==> src/rtl/esc_pkg.sv <==
// ----------------------------------------------------------------------------
// esc_pkg: shared types and constants for the epoch-to-calendar converter
// Field widths, calendar constants, divider reciprocals, controller/datapath
// command and status structs, and the days-before-month table.
// ----------------------------------------------------------------------------
package esc_pkg;

    localparam int EPOCH_W = 38;
    localparam int DAY_W   = 22;   // day count of a 38-bit second count
    localparam int TOD_W   = 17;   // seconds within a day
    localparam int MINS_W  = 11;   // minutes within a day
    localparam int YEAR_W  = 14;
    localparam int YDAY_W  = 9;
    localparam int MON_W   = 4;
    localparam int MDAY_W  = 5;
    localparam int SEC_W   = 6;
    localparam int HOUR_W  = 5;
    localparam int WDAY_W  = 3;

    localparam int S_TDATA_W = 40;
    localparam int M_TDATA_W = 56;

    localparam int EPOCH_YEAR = 1970;

    localparam logic [TOD_W-1:0]  SECS_PER_DAY = TOD_W'(24 * 60 * 60);
    localparam logic [TOD_W-1:0]  SIXTY        = TOD_W'(60);
    localparam logic [TOD_W-1:0]  DAYS_PER_WK  = TOD_W'(7);
    localparam logic [DAY_W-1:0]  WDAY_AT_EPOCH = DAY_W'(4);  // Thursday

    // 86400 = 675 * 2^7: the day pass drops 7 low bits and divides by 675
    localparam int                DAY_SHIFT = 7;
    localparam logic [TOD_W-1:0]  DAY_ODD   = SECS_PER_DAY >> DAY_SHIFT;
    localparam int                X_W       = EPOCH_W - DAY_SHIFT;
    localparam int                RECIP_W   = 32;
    localparam int                PROD_W    = X_W + RECIP_W;

    // q = (x * ceil(2^k / d)) >> k is exact while x * (slack) < 2^k;
    // k covers 31-bit x for 675, 17-bit x for 60 and 23-bit x for 7
    localparam int SH_DAY   = 41;
    localparam int SH_SIXTY = 23;
    localparam int SH_WEEK  = 26;

    localparam logic [RECIP_W-1:0] RECIP_DAY = RECIP_W'(
        ((64'd1 << SH_DAY) + 64'(DAY_ODD) - 64'd1) / 64'(DAY_ODD));
    localparam logic [RECIP_W-1:0] RECIP_SIXTY = RECIP_W'(
        ((64'd1 << SH_SIXTY) + 64'(SIXTY) - 64'd1) / 64'(SIXTY));
    localparam logic [RECIP_W-1:0] RECIP_WEEK = RECIP_W'(
        ((64'd1 << SH_WEEK) + 64'(DAYS_PER_WK) - 64'd1) / 64'(DAYS_PER_WK));

    localparam logic [YEAR_W-1:0] EPOCH_YEAR_V = YEAR_W'(EPOCH_YEAR);
    localparam logic [6:0]        EPOCH_MOD100 = 7'(EPOCH_YEAR % 100);
    localparam logic [8:0]        EPOCH_MOD400 = 9'(EPOCH_YEAR % 400);

    localparam logic [YDAY_W-1:0] LEAP_LEN   = YDAY_W'(366);
    localparam logic [YDAY_W-1:0] COMMON_LEN = YDAY_W'(365);
    localparam logic [YDAY_W-1:0] FEB28_YDAY = YDAY_W'(58);
    localparam logic [YDAY_W-1:0] FEB29_YDAY = YDAY_W'(59);
    localparam logic [MON_W-1:0]  LAST_MONTH = MON_W'(11);

    // divider pass select
    localparam logic [1:0] DIV_DAY  = 2'd0;
    localparam logic [1:0] DIV_SEC  = 2'd1;
    localparam logic [1:0] DIV_MIN  = 2'd2;
    localparam logic [1:0] DIV_WEEK = 2'd3;

    typedef struct packed {
        logic       load_in;
        logic       div_start;
        logic       div_store;
        logic [1:0] div_sel;
        logic       year_init;
        logic       year_step;
        logic       month_calc;
        logic       out_load;
    } esc_cmd_t;

    typedef struct packed {
        logic div_idle;
        logic year_found;
        logic year_over;
    } esc_status_t;

    function automatic logic [YDAY_W-1:0] days_before_month(input logic [MON_W-1:0] m);
        logic [YDAY_W-1:0] d;
        case (m)
            4'd0:    d = 9'd0;
            4'd1:    d = 9'd31;
            4'd2:    d = 9'd59;
            4'd3:    d = 9'd90;
            4'd4:    d = 9'd120;
            4'd5:    d = 9'd151;
            4'd6:    d = 9'd181;
            4'd7:    d = 9'd212;
            4'd8:    d = 9'd243;
            4'd9:    d = 9'd273;
            4'd10:   d = 9'd304;
            4'd11:   d = 9'd334;
            default: d = 9'd0;
        endcase
        return d;
    endfunction

endpackage

==> src/rtl/epoch_seconds_to_calendar_core.sv <==
// ----------------------------------------------------------------------------
// epoch_seconds_to_calendar_core: seconds since 1970 to UTC calendar fields
// Stream in a second count, stream out time of day, weekday, year, day of
// year, month and day of month, with a flag for counts past MAX_YEAR.
// ----------------------------------------------------------------------------
// One count is converted at a time. After the input transfer the block runs
// four passes of a shared constant divider (day count, seconds, minutes,
// weekday), each a reciprocal multiply, shift and back-multiply, then takes
// whole years off the day count at one year per clock, then does the month
// lookup and loads the result register. The year subtraction loop sets the
// rate. A result still waiting on the output holds the next count in its
// final step, before the result register is loaded, until it is taken.
// A new count is taken while the previous result still waits on the output.
// Counts past the end of MAX_YEAR set tuser and return zero in the date fields.
module epoch_seconds_to_calendar_core
    import esc_pkg::*;
#(
    parameter int MAX_YEAR = 9999
) (
    input  logic                 aclk,
    input  logic                 aresetn,
    input  logic                 s_tvalid,
    output logic                 s_tready,
    // [37:0] epoch_seconds, [39:38] zero
    input  logic [S_TDATA_W-1:0] s_tdata,
    output logic                 m_tvalid,
    input  logic                 m_tready,
    // [5:0] second_of_minute, [11:6] minute_of_hour, [16:12] hour_of_day,
    // [19:17] weekday, [33:20] full_year, [42:34] day_of_year,
    // [46:43] month_index, [51:47] day_of_month, [55:52] zero
    output logic [M_TDATA_W-1:0] m_tdata,
    // [0] range_error
    output logic                 m_tuser
);

    esc_cmd_t    cmd;
    esc_status_t status;

    esc_ctrl u_ctrl (
        .aclk     (aclk),
        .aresetn  (aresetn),
        .s_tvalid (s_tvalid),
        .s_tready (s_tready),
        .m_tvalid (m_tvalid),
        .m_tready (m_tready),
        .cmd      (cmd),
        .status   (status)
    );

    esc_datapath #(
        .MAX_YEAR (MAX_YEAR)
    ) u_datapath (
        .aclk         (aclk),
        .aresetn      (aresetn),
        .cmd          (cmd),
        .status       (status),
        .epoch_in     (s_tdata[EPOCH_W-1:0]),
        .result_data  (m_tdata),
        .result_range (m_tuser)
    );

endmodule

==> src/rtl/esc_div.sv <==
// ----------------------------------------------------------------------------
// esc_div: constant divider by reciprocal multiplication
// Divides by 86400, 60 or 7 as the pass select says: multiply, shift, then
// back-multiply for the remainder; idle rises when the results are ready.
// ----------------------------------------------------------------------------
module esc_div
    import esc_pkg::*;
(
    input  logic               aclk,
    input  logic               aresetn,
    input  logic               start,
    input  logic [1:0]         sel,
    input  logic [EPOCH_W-1:0] dividend,
    output logic               idle,
    output logic [DAY_W-1:0]   quotient,
    output logic [TOD_W-1:0]   remainder
);

    localparam int BACK_W = DAY_W + TOD_W;

    // countdown of the three steps after start
    localparam logic [1:0] STEP_MUL = 2'd3;
    localparam logic [1:0] STEP_QUO = 2'd2;
    localparam logic [1:0] STEP_REM = 2'd1;

    logic [1:0]           step_reg, step_next;
    logic [1:0]           sel_reg;
    logic [X_W-1:0]       x_reg;
    logic [DAY_SHIFT-1:0] low_reg;
    logic [PROD_W-1:0]    prod_reg;
    logic [DAY_W-1:0]     quo_reg;
    logic [TOD_W-1:0]     rem_reg;

    logic [RECIP_W-1:0]   recip;
    logic [TOD_W-1:0]     dvs;
    logic [DAY_W-1:0]     quo_shift;
    logic [BACK_W-1:0]    back;
    logic [X_W-1:0]       part;
    logic [TOD_W-1:0]     rem_val;

    always_comb begin
        unique case (sel_reg)
            DIV_DAY: begin
                recip     = RECIP_DAY;
                dvs       = DAY_ODD;
                quo_shift = DAY_W'(prod_reg >> SH_DAY);
            end
            DIV_SEC: begin
                recip     = RECIP_SIXTY;
                dvs       = SIXTY;
                quo_shift = DAY_W'(prod_reg >> SH_SIXTY);
            end
            DIV_MIN: begin
                recip     = RECIP_SIXTY;
                dvs       = SIXTY;
                quo_shift = DAY_W'(prod_reg >> SH_SIXTY);
            end
            DIV_WEEK: begin
                recip     = RECIP_WEEK;
                dvs       = DAYS_PER_WK;
                quo_shift = DAY_W'(prod_reg >> SH_WEEK);
            end
        endcase
        back = BACK_W'(quo_reg) * BACK_W'(dvs);
        part = x_reg - back[X_W-1:0];
        // day pass: the dropped low bits go back under the remainder by 675
        if (sel_reg == DIV_DAY) begin
            rem_val = {part[TOD_W-DAY_SHIFT-1:0], low_reg};
        end else begin
            rem_val = part[TOD_W-1:0];
        end
    end

    always_comb begin
        step_next = step_reg;
        if (start) begin
            step_next = STEP_MUL;
        end else if (step_reg != '0) begin
            step_next = step_reg - 2'd1;
        end
    end

    always_ff @(posedge aclk) begin
        if (!aresetn) begin
            step_reg <= '0;
        end else begin
            step_reg <= step_next;
        end
    end

    always_ff @(posedge aclk) begin
        if (start) begin
            sel_reg <= sel;
            x_reg   <= (sel == DIV_DAY) ? dividend[EPOCH_W-1:DAY_SHIFT]
                                        : dividend[X_W-1:0];
            low_reg <= dividend[DAY_SHIFT-1:0];
        end
        if (step_reg == STEP_MUL) begin
            prod_reg <= PROD_W'(x_reg) * PROD_W'(recip);
        end
        if (step_reg == STEP_QUO) begin
            quo_reg <= quo_shift;
        end
        if (step_reg == STEP_REM) begin
            rem_reg <= rem_val;
        end
    end

    assign idle      = (step_reg == '0);
    assign quotient  = quo_reg;
    assign remainder = rem_reg;

endmodule

==> src/rtl/esc_datapath.sv <==
// ----------------------------------------------------------------------------
// esc_datapath: arithmetic of the epoch-to-calendar converter
// Divider passes for time of day and weekday, the year subtraction loop with
// leap-rule counters, month lookup and the result register.
// ----------------------------------------------------------------------------
module esc_datapath
    import esc_pkg::*;
#(
    parameter int MAX_YEAR = 9999
) (
    input  logic                 aclk,
    input  logic                 aresetn,
    input  esc_cmd_t             cmd,
    output esc_status_t          status,
    input  logic [EPOCH_W-1:0]   epoch_in,
    output logic [M_TDATA_W-1:0] result_data,
    output logic                 result_range
);

    logic [EPOCH_W-1:0] epoch_reg;
    logic [DAY_W-1:0]   days_reg;
    logic [TOD_W-1:0]   tod_reg;
    logic [MINS_W-1:0]  mins_reg;
    logic [SEC_W-1:0]   sec_reg;
    logic [SEC_W-1:0]   min_reg;
    logic [HOUR_W-1:0]  hour_reg;
    logic [WDAY_W-1:0]  wday_reg;

    logic [DAY_W-1:0]   left_reg;   // days left after whole years
    logic [YEAR_W-1:0]  year_reg;
    logic [6:0]         c100_reg;
    logic [8:0]         c400_reg;

    logic [YDAY_W-1:0]  yday_reg;
    logic [MON_W-1:0]   mon_reg;
    logic [MDAY_W-1:0]  mday_reg;

    logic [M_TDATA_W-1:0] data_reg;
    logic                 range_reg;

    // divider hookup
    logic [EPOCH_W-1:0] div_dividend;
    logic               div_idle;
    logic [DAY_W-1:0]   div_quo;
    logic [TOD_W-1:0]   div_rem;

    always_comb begin
        unique case (cmd.div_sel)
            DIV_DAY: begin
                div_dividend = epoch_reg;
            end
            DIV_SEC: begin
                div_dividend = EPOCH_W'(tod_reg);
            end
            DIV_MIN: begin
                div_dividend = EPOCH_W'(mins_reg);
            end
            DIV_WEEK: begin
                div_dividend = EPOCH_W'(days_reg) + EPOCH_W'(WDAY_AT_EPOCH);
            end
            default: begin
                div_dividend = epoch_reg;
            end
        endcase
    end

    esc_div u_div (
        .aclk      (aclk),
        .aresetn   (aresetn),
        .start     (cmd.div_start),
        .sel       (cmd.div_sel),
        .dividend  (div_dividend),
        .idle      (div_idle),
        .quotient  (div_quo),
        .remainder (div_rem)
    );

    // leap rule from running year residues
    logic              leap;
    logic [YDAY_W-1:0] year_len;
    logic              year_over;
    logic              year_found;

    assign leap       = (year_reg[1:0] == 2'd0) && ((c100_reg != 7'd0) || (c400_reg == 9'd0));
    assign year_len   = leap ? LEAP_LEN : COMMON_LEN;
    assign year_over  = (year_reg > YEAR_W'(MAX_YEAR));
    assign year_found = !year_over && (left_reg < DAY_W'(year_len));

    assign status.div_idle   = div_idle;
    assign status.year_found = year_found;
    assign status.year_over  = year_over;

    // month lookup: day of year folded onto a common year
    logic [YDAY_W-1:0] yday_w;
    logic [YDAY_W-1:0] w;
    logic [MDAY_W-1:0] mday_base;
    logic [MON_W-1:0]  mon_sel;
    logic [YDAY_W-1:0] mday_full;

    assign yday_w = left_reg[YDAY_W-1:0];

    always_comb begin
        w         = yday_w;
        mday_base = MDAY_W'(1);
        if (leap && (yday_w > FEB28_YDAY)) begin
            if (yday_w == FEB29_YDAY) begin
                mday_base = MDAY_W'(2);
            end
            w = yday_w - YDAY_W'(1);
        end
        // table is increasing, so the month is the count of later starts passed
        mon_sel = '0;
        for (int i = 1; i <= 11; i++) begin
            if (days_before_month(MON_W'(i)) <= w) begin
                mon_sel = mon_sel + MON_W'(1);
            end
        end
        mday_full = YDAY_W'(mday_base) + w - days_before_month(mon_sel);
    end

    always_ff @(posedge aclk) begin
        if (cmd.load_in) begin
            epoch_reg <= epoch_in;
        end
        if (cmd.div_store) begin
            case (cmd.div_sel)
                DIV_DAY: begin
                    days_reg <= div_quo;
                    tod_reg  <= div_rem;
                end
                DIV_SEC: begin
                    mins_reg <= div_quo[MINS_W-1:0];
                    sec_reg  <= div_rem[SEC_W-1:0];
                end
                DIV_MIN: begin
                    hour_reg <= div_quo[HOUR_W-1:0];
                    min_reg  <= div_rem[SEC_W-1:0];
                end
                default: begin
                    wday_reg <= div_rem[WDAY_W-1:0];
                end
            endcase
        end
        if (cmd.year_init) begin
            left_reg <= days_reg;
            year_reg <= EPOCH_YEAR_V;
            c100_reg <= EPOCH_MOD100;
            c400_reg <= EPOCH_MOD400;
        end else if (cmd.year_step) begin
            left_reg <= left_reg - DAY_W'(year_len);
            year_reg <= year_reg + YEAR_W'(1);
            c100_reg <= (c100_reg == 7'd99)  ? 7'd0 : c100_reg + 7'd1;
            c400_reg <= (c400_reg == 9'd399) ? 9'd0 : c400_reg + 9'd1;
        end
        if (cmd.month_calc) begin
            yday_reg <= yday_w;
            mon_reg  <= (mon_sel > LAST_MONTH) ? LAST_MONTH : mon_sel;
            mday_reg <= mday_full[MDAY_W-1:0];
        end
        if (cmd.out_load) begin
            range_reg <= year_over;
            data_reg  <= {4'd0,
                          year_over ? MDAY_W'(0) : mday_reg,
                          year_over ? MON_W'(0)  : mon_reg,
                          year_over ? YDAY_W'(0) : yday_reg,
                          year_over ? YEAR_W'(0) : year_reg,
                          wday_reg, hour_reg, min_reg, sec_reg};
        end
    end

    assign result_data  = data_reg;
    assign result_range = range_reg;

endmodule

==> src/rtl/esc_ctrl.sv <==
// ----------------------------------------------------------------------------
// esc_ctrl: sequencer of the epoch-to-calendar converter
// Runs the four divider passes, the year loop and the month step, and owns
// both handshakes and the result valid flag.
// ----------------------------------------------------------------------------
module esc_ctrl
    import esc_pkg::*;
(
    input  logic        aclk,
    input  logic        aresetn,
    input  logic        s_tvalid,
    output logic        s_tready,
    output logic        m_tvalid,
    input  logic        m_tready,
    output esc_cmd_t    cmd,
    input  esc_status_t status
);

    localparam logic [2:0] S_IDLE   = 3'd0;
    localparam logic [2:0] S_DSTART = 3'd1;
    localparam logic [2:0] S_DRUN   = 3'd2;
    localparam logic [2:0] S_DSTORE = 3'd3;
    localparam logic [2:0] S_YEAR   = 3'd4;
    localparam logic [2:0] S_MONTH  = 3'd5;
    localparam logic [2:0] S_FINISH = 3'd6;

    logic [2:0] state_reg, state_next;
    logic [1:0] sel_reg, sel_next;
    logic       mvalid_reg, mvalid_next;
    logic       out_free;

    assign out_free = !mvalid_reg || m_tready;

    always_comb begin
        state_next = state_reg;
        sel_next   = sel_reg;
        cmd        = '0;
        cmd.div_sel = sel_reg;
        unique case (state_reg)
            S_IDLE: begin
                if (s_tvalid) begin
                    cmd.load_in = 1'b1;
                    sel_next    = DIV_DAY;
                    state_next  = S_DSTART;
                end
            end
            S_DSTART: begin
                cmd.div_start = 1'b1;
                state_next    = S_DRUN;
            end
            S_DRUN: begin
                if (status.div_idle) begin
                    state_next = S_DSTORE;
                end
            end
            S_DSTORE: begin
                cmd.div_store = 1'b1;
                if (sel_reg == DIV_WEEK) begin
                    cmd.year_init = 1'b1;
                    state_next    = S_YEAR;
                end else begin
                    sel_next   = sel_reg + 2'd1;
                    state_next = S_DSTART;
                end
            end
            S_YEAR: begin
                if (status.year_found) begin
                    state_next = S_MONTH;
                end else if (status.year_over) begin
                    state_next = S_FINISH;
                end else begin
                    cmd.year_step = 1'b1;
                end
            end
            S_MONTH: begin
                cmd.month_calc = 1'b1;
                state_next     = S_FINISH;
            end
            S_FINISH: begin
                if (out_free) begin
                    cmd.out_load = 1'b1;
                    state_next   = S_IDLE;
                end
            end
            default: begin
                state_next = S_IDLE;
            end
        endcase
    end

    always_comb begin
        if (cmd.out_load) begin
            mvalid_next = 1'b1;
        end else if (m_tready) begin
            mvalid_next = 1'b0;
        end else begin
            mvalid_next = mvalid_reg;
        end
    end

    always_ff @(posedge aclk) begin
        if (!aresetn) begin
            state_reg  <= S_IDLE;
            sel_reg    <= DIV_DAY;
            mvalid_reg <= 1'b0;
        end else begin
            state_reg  <= state_next;
            sel_reg    <= sel_next;
            mvalid_reg <= mvalid_next;
        end
    end

    assign s_tready = (state_reg == S_IDLE);
    assign m_tvalid = mvalid_reg;

endmodule
==> config.mk <==
export PLATFORM = sky130hd
export DESIGN_NAME = epoch_seconds_to_calendar_core
export DESIGN_NICKNAME = d
export VERILOG_FILES = /design/src/rtl/esc_pkg.sv /design/src/rtl/epoch_seconds_to_calendar_core.sv /design/src/rtl/esc_div.sv /design/src/rtl/esc_datapath.sv /design/src/rtl/esc_ctrl.sv
export SDC_FILE = /design/constraint.sdc
export NUM_CORES = 2
export LEC_CHECK = 0
export BUFFER_PORTS_ARGS = -buffer_cell sky130_fd_sc_hd__buf_2
export CAP_MARGIN = 0
export CORE_ASPECT_RATIO = 0.5
export CORE_UTILIZATION = 49
export DETAILED_ROUTE_END_ITERATION = 8
export GPL_TIMING_DRIVEN = 0
export PLACE_DENSITY = 0.7
export REMOVE_ABC_BUFFERS = 1
export SLEW_MARGIN = 20
export SYNTH_ARGS = -nofsm -noshare
export SYNTH_HDL_FRONTEND = slang
export SYNTH_SLANG_ARGS = --single-unit
export TNS_END_PERCENT = 50
==> constraint.sdc <==
create_clock -name aclk -period 12 [get_ports aclk]
set_input_delay 0 -clock aclk [delete_from_list [all_inputs] [get_ports aclk]]
set_output_delay 0 -clock aclk [all_outputs]
set_load 0.01 [all_outputs]
**Yosys cells after proc, flatten, opt, wreduce, memory -nomap -nowiden**

Memory sizes are Yosys's and may differ from the RTL's.
Cells that the tools add are included.
W data, S select, Z words.

- Output and inout port bits: 59
- Memories: 1
- Bits of input ports: 44
- Register bits after elaboration: 381
- Logic and storage cells: 169
- Memory bits (read-only): 144

Memories:

| name | words | width | read ports | clocked after Yosys merged registers in | write ports | line | RTL |
|---|---|---|---|---|---|---|---|
| (no name shown) | 16 | 9 | 1 | 0 | 0 | esc_pkg.sv:85 | `case (m)` |

- Mux-type cells: 51
- $lt $le $gt $ge: 15
- Add/sub/neg operators: 21
- Eq/ne operators: 23
- $mul: 2
- Reduce and logical (&&, ||, !) cells: 27
- Bitwise operators: 1

Operators with widths:

| cell | number |
|---|---|
| $pmux W38 S4 | 1 |
| $pmux W32 S3 | 1 |
| $pmux W22 S3 | 1 |
| $mul A31 B32 Y63 | 1 |
| $pmux W17 S3 | 1 |
| $mux W22 | 2 |
| $mux W4 | 10 |
| $add A4 B1 Y4 const B | 9 |
| $le A8 B9 Y1 const A | 4 |
| $mux W31 | 1 |
| $le A9 B9 Y1 const A | 3 |
| $add A22 B3 Y23 const B | 1 |
| $lt A22 B9 Y1 | 1 |
| $mul A22 B17 Y17 | 1 |
| $sub A22 B9 Y22 | 1 |
| $pmux W3 S7 | 1 |
| $le A7 B9 Y1 const A | 2 |
| $mux W3 | 6 |
| $mux W9 | 2 |
| $mux W17 | 1 |
| $sub A17 B17 Y17 | 1 |
| $mux W1 | 15 |
| $add A14 B1 Y14 const B | 1 |
| $gt A14 B14 Y1 const B | 1 |
| 41 further kinds | 72 |

**Logic depth before layout (Yosys ltp)**

An unclocked memory read counts as a cell.

- Depth after elaboration: 29
- Mapped depth: 52

**Cells and area by module**

A second synthesis with hierarchy kept.

- Cells, all modules: 3887
- Area, all modules: 41577.4 sq um

By module, submodules not included:

| module | instances | area each (sq um) | cells an instance |
|---|---|---|---|
| esc_div | 1 | 29396.9 | 2842 |
| esc_datapath | 1 | 11753.8 | 996 |
| esc_ctrl | 1 | 426.7 | 49 |

**Worst setup path after synthesis**

No wires, ideal clock.

- Path kind: reg2reg
- Start point: register u_datapath.left_reg[0]
- End point: register u_datapath.mday_reg[4], data pin
- Arrival: 10.131 ns
- Buffers on the path: 3
- Stages on the path, launching flop included: 51
- Data required time: 11.740 ns
- Slack: 1.609 ns
- Clock period less this slack: 10.391 ns
- Cells stage by stage: edfxtp_1 clkbuf_1 inv_1 ha_1 nand2b_1 buf_2 or3_4 or3_4 o21a_1 or2_2 nor2_1 and3_1 ha_1 buf_1 xnor2_1 ha_1 and2_1 or2_2 (+15 left out) a221o_1 ha_1 nor2_1 nor2_1 ha_1 nor2_1 a211o_1 ha_1 mux2i_1 a21o_1 fa_1 inv_1 fa_1 a21o_1 a21oi_1 xor2_1 xnor2_1 xnor2_1

- Cells in the longest elaborated chain, start to end: 27

RTL lines:

| element | line | RTL |
|---|---|---|
| start, declared | esc_datapath.sv:29 | `logic [DAY_W-1:0] left_reg;` |
| start signal, assigned | esc_datapath.sv:145 | `left_reg <= days_reg;` |
| start signal, assigned | esc_datapath.sv:150 | `left_reg <= left_reg - DAY_W'(year_len);` |
| $gt A9 B6 Y1 | esc_datapath.sv:105 | `if (leap && (yday_w > FEB28_YDAY)) begin` |
| $logic_and A1 B1 Y1 | esc_datapath.sv:105 |  |
| $mux W9 | esc_datapath.sv:105 |  |
| $le A5 B9 Y1 | esc_datapath.sv:114 | `if (days_before_month(MON_W'(i)) <= w) begin` |
| $mux W1 | esc_datapath.sv:114 |  |
| $add A1 B1 Y2 | esc_datapath.sv:115 | `mon_sel = mon_sel + MON_W'(1);` |
| $mux W4 | esc_datapath.sv:114 |  |
| $add A4 B1 Y4 | esc_datapath.sv:115 |  |
| (+12 left out) | -- |  |
| $mux W4 | esc_datapath.sv:114 |  |
| $add A4 B1 Y4 | esc_datapath.sv:115 |  |
| $mux W4 | esc_datapath.sv:114 |  |
| $add A4 B1 Y4 | esc_datapath.sv:115 |  |
| $mux W4 | esc_datapath.sv:114 |  |
| $mem_v2 Z16 W9 | -- |  |
| $sub A5 B5 Y5 * | esc_datapath.sv:118 | `mday_full = YDAY_W'(mday_base) + w - days_before_month(mon_sel);` |
| via u_datapath.mday_full[4] | esc_datapath.sv:98 | `logic [YDAY_W-1:0] mday_full;` |
| end signal, assigned | esc_datapath.sv:158 | `mday_reg <= mday_full[MDAY_W-1:0];` |
| end, declared | esc_datapath.sv:36 | `logic [MDAY_W-1:0] mday_reg;` |

The timed path passes the listed nets; every way through them passes the cells marked *.
A chain may end at the register's enable or synchronous reset.

**Final worst setup path**

- Start point: register u_datapath.left_reg[1]
- End point: register u_datapath.mday_reg[4], data pin

The elaborated chain is that of the path after synthesis.

==> results.md <==
- Pin count of the biggest net entering global routing: 63
- Die width: ~410 µm
- Clk buf depth: 3
- FMAX: between 80 and 90 MHz
- Sequential area share after synthesis: 25.91%
- Antenna violations before repair: 4
- Async S/R FF share, synth: 0%
- DRT iter0 DRCs: between 1,500 and 2,000
- CTS Root Cell: clkbuf_16
- Slew headroom: roughly a quarter
- Min-delay src: s_tdata[4]
- Clock Latency Late Sink: between 0.5 and 0.6 ns
- Post-DR wirelength/cell: 19.56 µm
- Placer Congestion: ~0.97
- Total GRT Usage: between 20% and 30%
- Clk sinks: roughly 360
- Overflow left after global routing: 0
- Clock Skews: between 0.02 and 0.025 ns
- DP HPWL: slightly below 80,000 µm
- Hold depth: 2
- ANT nets after route: 0
- Met2 usage: a little under two fifths
- Htree depth: 2
- Fin crit period: around 11 ns
- Largest fanout on the critical path: 9
- Routed vias: 26,090
- Synth warn: 0
- Nets@finish: roughly 5,000
- FF-to-FF End: u_datapath.mday_reg[4]
- Vias per std cell: 5.302
- Cts bufs inserted: 36
- Final period util: between 90% and 100%
- Outcome: finished, final reports clean
- Cell mode on critical path: ha_1
- First-pass GRT wire length: between 150,000 and 200,000 µm
- Final hold vios: 0
- Drt total wl: around 96,000 µm
- Port Buffers: 96
- GR Layer Usage met1: 33.05%
- Critical Path RT: 12.30 ns
- Num ports: 103
- Max-capacitance violation count: 0
- 1st-pass router iterations: 8
- Post-synth top flop: edfxtp_1
- CP arrival: 11.48 ns
- Critical path class: flip-flop to flip-flop
- Min-Delay Path Class: input port to flip-flop
- CTS clk-pin slew, worst paths: 0.07 ns
- Synth Register Bits: approximately 360
- Commonest non-fill, non-tap cell in the layout: inv_1
- Critical R2R Launch: u_datapath.left_reg[1]
- Setup slack, reg-to-reg: a little over 0.8 ns
- Setup violations, final: 0
- WP buf/inv: 4
- Die Ht: 204.1 µm
- Vias in the first global route: about 27,000
- Max-slew violation count: 0
- CP Launch Point: u_datapath.left_reg[1]
- EDFF count, synth: 320
- CP Launch Type: flip-flop
- Worst Tran Pin Value: 1.106 ns
- Share of layout cells above drive strength 1: ~5.8%
- Distinct cells, synth: 91
- GR Util met3: 4.961%
- CTS tree: yes
- Die footprint: around 83,000 µm²
- CP max stage delay: about 0.48 ns
- Critical-path top delay cell: fa_1
- Mapped Avg Cell Area: 10.81 µm²
- Netlist Area Pre-Place: around 40,000 µm²
- Worst Setup End Kind: flip-flop
- Post-Synthesis Cells: roughly 3,700
- Finished Cell Area: 43,460 µm²
- Initial Util: between 40% and 50%
- Hold endpoint: u_datapath.epoch_reg[4]
- Core area: around 80,000 µm²
- Most frequent cells in the layout: inv_1, ha_1, fa_1
- DRC: 0
- Worst path top cell family by delay: adder cells
- Gr busiest metal: met2
- Cell Area, Placed: between 40,000 and 50,000 µm²
- R2R cell count: 47
- Max FFs per register: 52
- Core Rows: 73
- RSZ-0062 raised after global routing: false
- Area delta synth->final: 8.574%
[kinds of logic (layout without fill, tap and decap cells)]
family          after synthesis  in the layout  share of synthesized area [%]
mux                          18             18                         0.4782
flops                       358            358                          25.91
simple gates                772            772                          10.07
fa+ha+maj                  1128           1128                          45.44
compound gates              360            360                          6.086
buf+inv                     926           1052                          8.793
other cells                   1              5                       0.009368
xor+xnor                    141            141                          3.216
[cell usage after synthesis, types with 6 or more instances]
cell	number	area, µm²
inv_1	830	3115
ha_1	585	7320
fa_1	543	10870
edfxtp_1	320	9609
nand2_1	164	615.6
nor2_1	161	604.3
and2_1	134	838.3
nor2b_1	100	625.6
xnor2_1	94	823.3
o21ai_0	92	460.4
clkbuf_1	78	292.8
a21oi_1	74	370.4
xor2_1	42	367.9
nand3_1	40	200.2
nand2b_1	39	244.0
dfxtp_1	38	760.7
nor3_1	34	170.2
a22oi_1	28	210.2
o21a_1	26	195.2
nand4_1	22	137.6
and3_1	21	131.4
a21o_1	20	150.1
a211oi_1	15	112.6
o211ai_1	15	112.6
a31oi_1	12	75.07
mux2i_1	12	120.1
nor4_1	12	75.07
o31ai_1	10	75.07
a21boi_0	8	60.06
or3_1	7	43.79
buf_4	6	45.04
[cell type report]
cell class,count,area [µm²]
inverter,831,3119
sequential,358,10370
antenna,1,2.502
fill,6852,36640
tap,1087,1360
clock inverter,25,279.0
timing repair buffer,156,1200
multi-input combinational,2423,26220
clock buffer,40,915.9
[what timing repair did]
item / CTS / global route
hold buffers: 41 / 0
buffers inserted: 0 / 5
gates resized for setup: 0 / 1
endpoints found under the hold margin: 46 / 0
endpoints found under the setup margin: 0 / 1
[per-stage QoR]
stage | worst slack [ns] | std cells | hold WS, ns | util (%) | setup TNS (ns)
floorplan | 1.079 | 3612 | 0.09887 | - | 0
global placement | -3.274 | 4795 | 0.1766 | 51.78 | -92.98
detailed placement | 0.5395 | 4809 | 0.1781 | 52.19 | 0
CTS | 0.5050 | 4915 | 0.1341 | 54.19 | 0
global route | 0.02484 | 4920 | 0.1447 | 54.25 | 0
finish | 0.8170 | 4921 | 0.1580 | 54.26 | 0
[worst max path at each step]
| stage | endpoint | slack [ns] | cells after the start |
|---|---|---|---|
| 4_1_cts | u_datapath.mday_reg[4] | 0.50 | 47 |
| 5_1_grt | u_datapath.mday_reg[4] | 0.02 | 47 |
| 6_report | u_datapath.mday_reg[4] | 0.82 | 47 |
| 3_5_place_dp | u_datapath.mday_reg[4] | 0.54 | 47 |
| 3_3_place_gp | u_datapath.u_div.prod_reg[62] | -3.27 | 30 |
| 2_1_floorplan | u_datapath.u_div.prod_reg[62] | 1.08 | 30 |
[metal layers]
metal / up-vias / routed length [µm]
li1: 12152 / -
met1: 12962 / 42510
met2: 809 / 43230
met3: 167 / 7443
met4: 0 / 3084
met5: - / 0
Power is not shown: default switching activity piles up to over one toggle a cycle in this logic, so the estimate is an artifact.
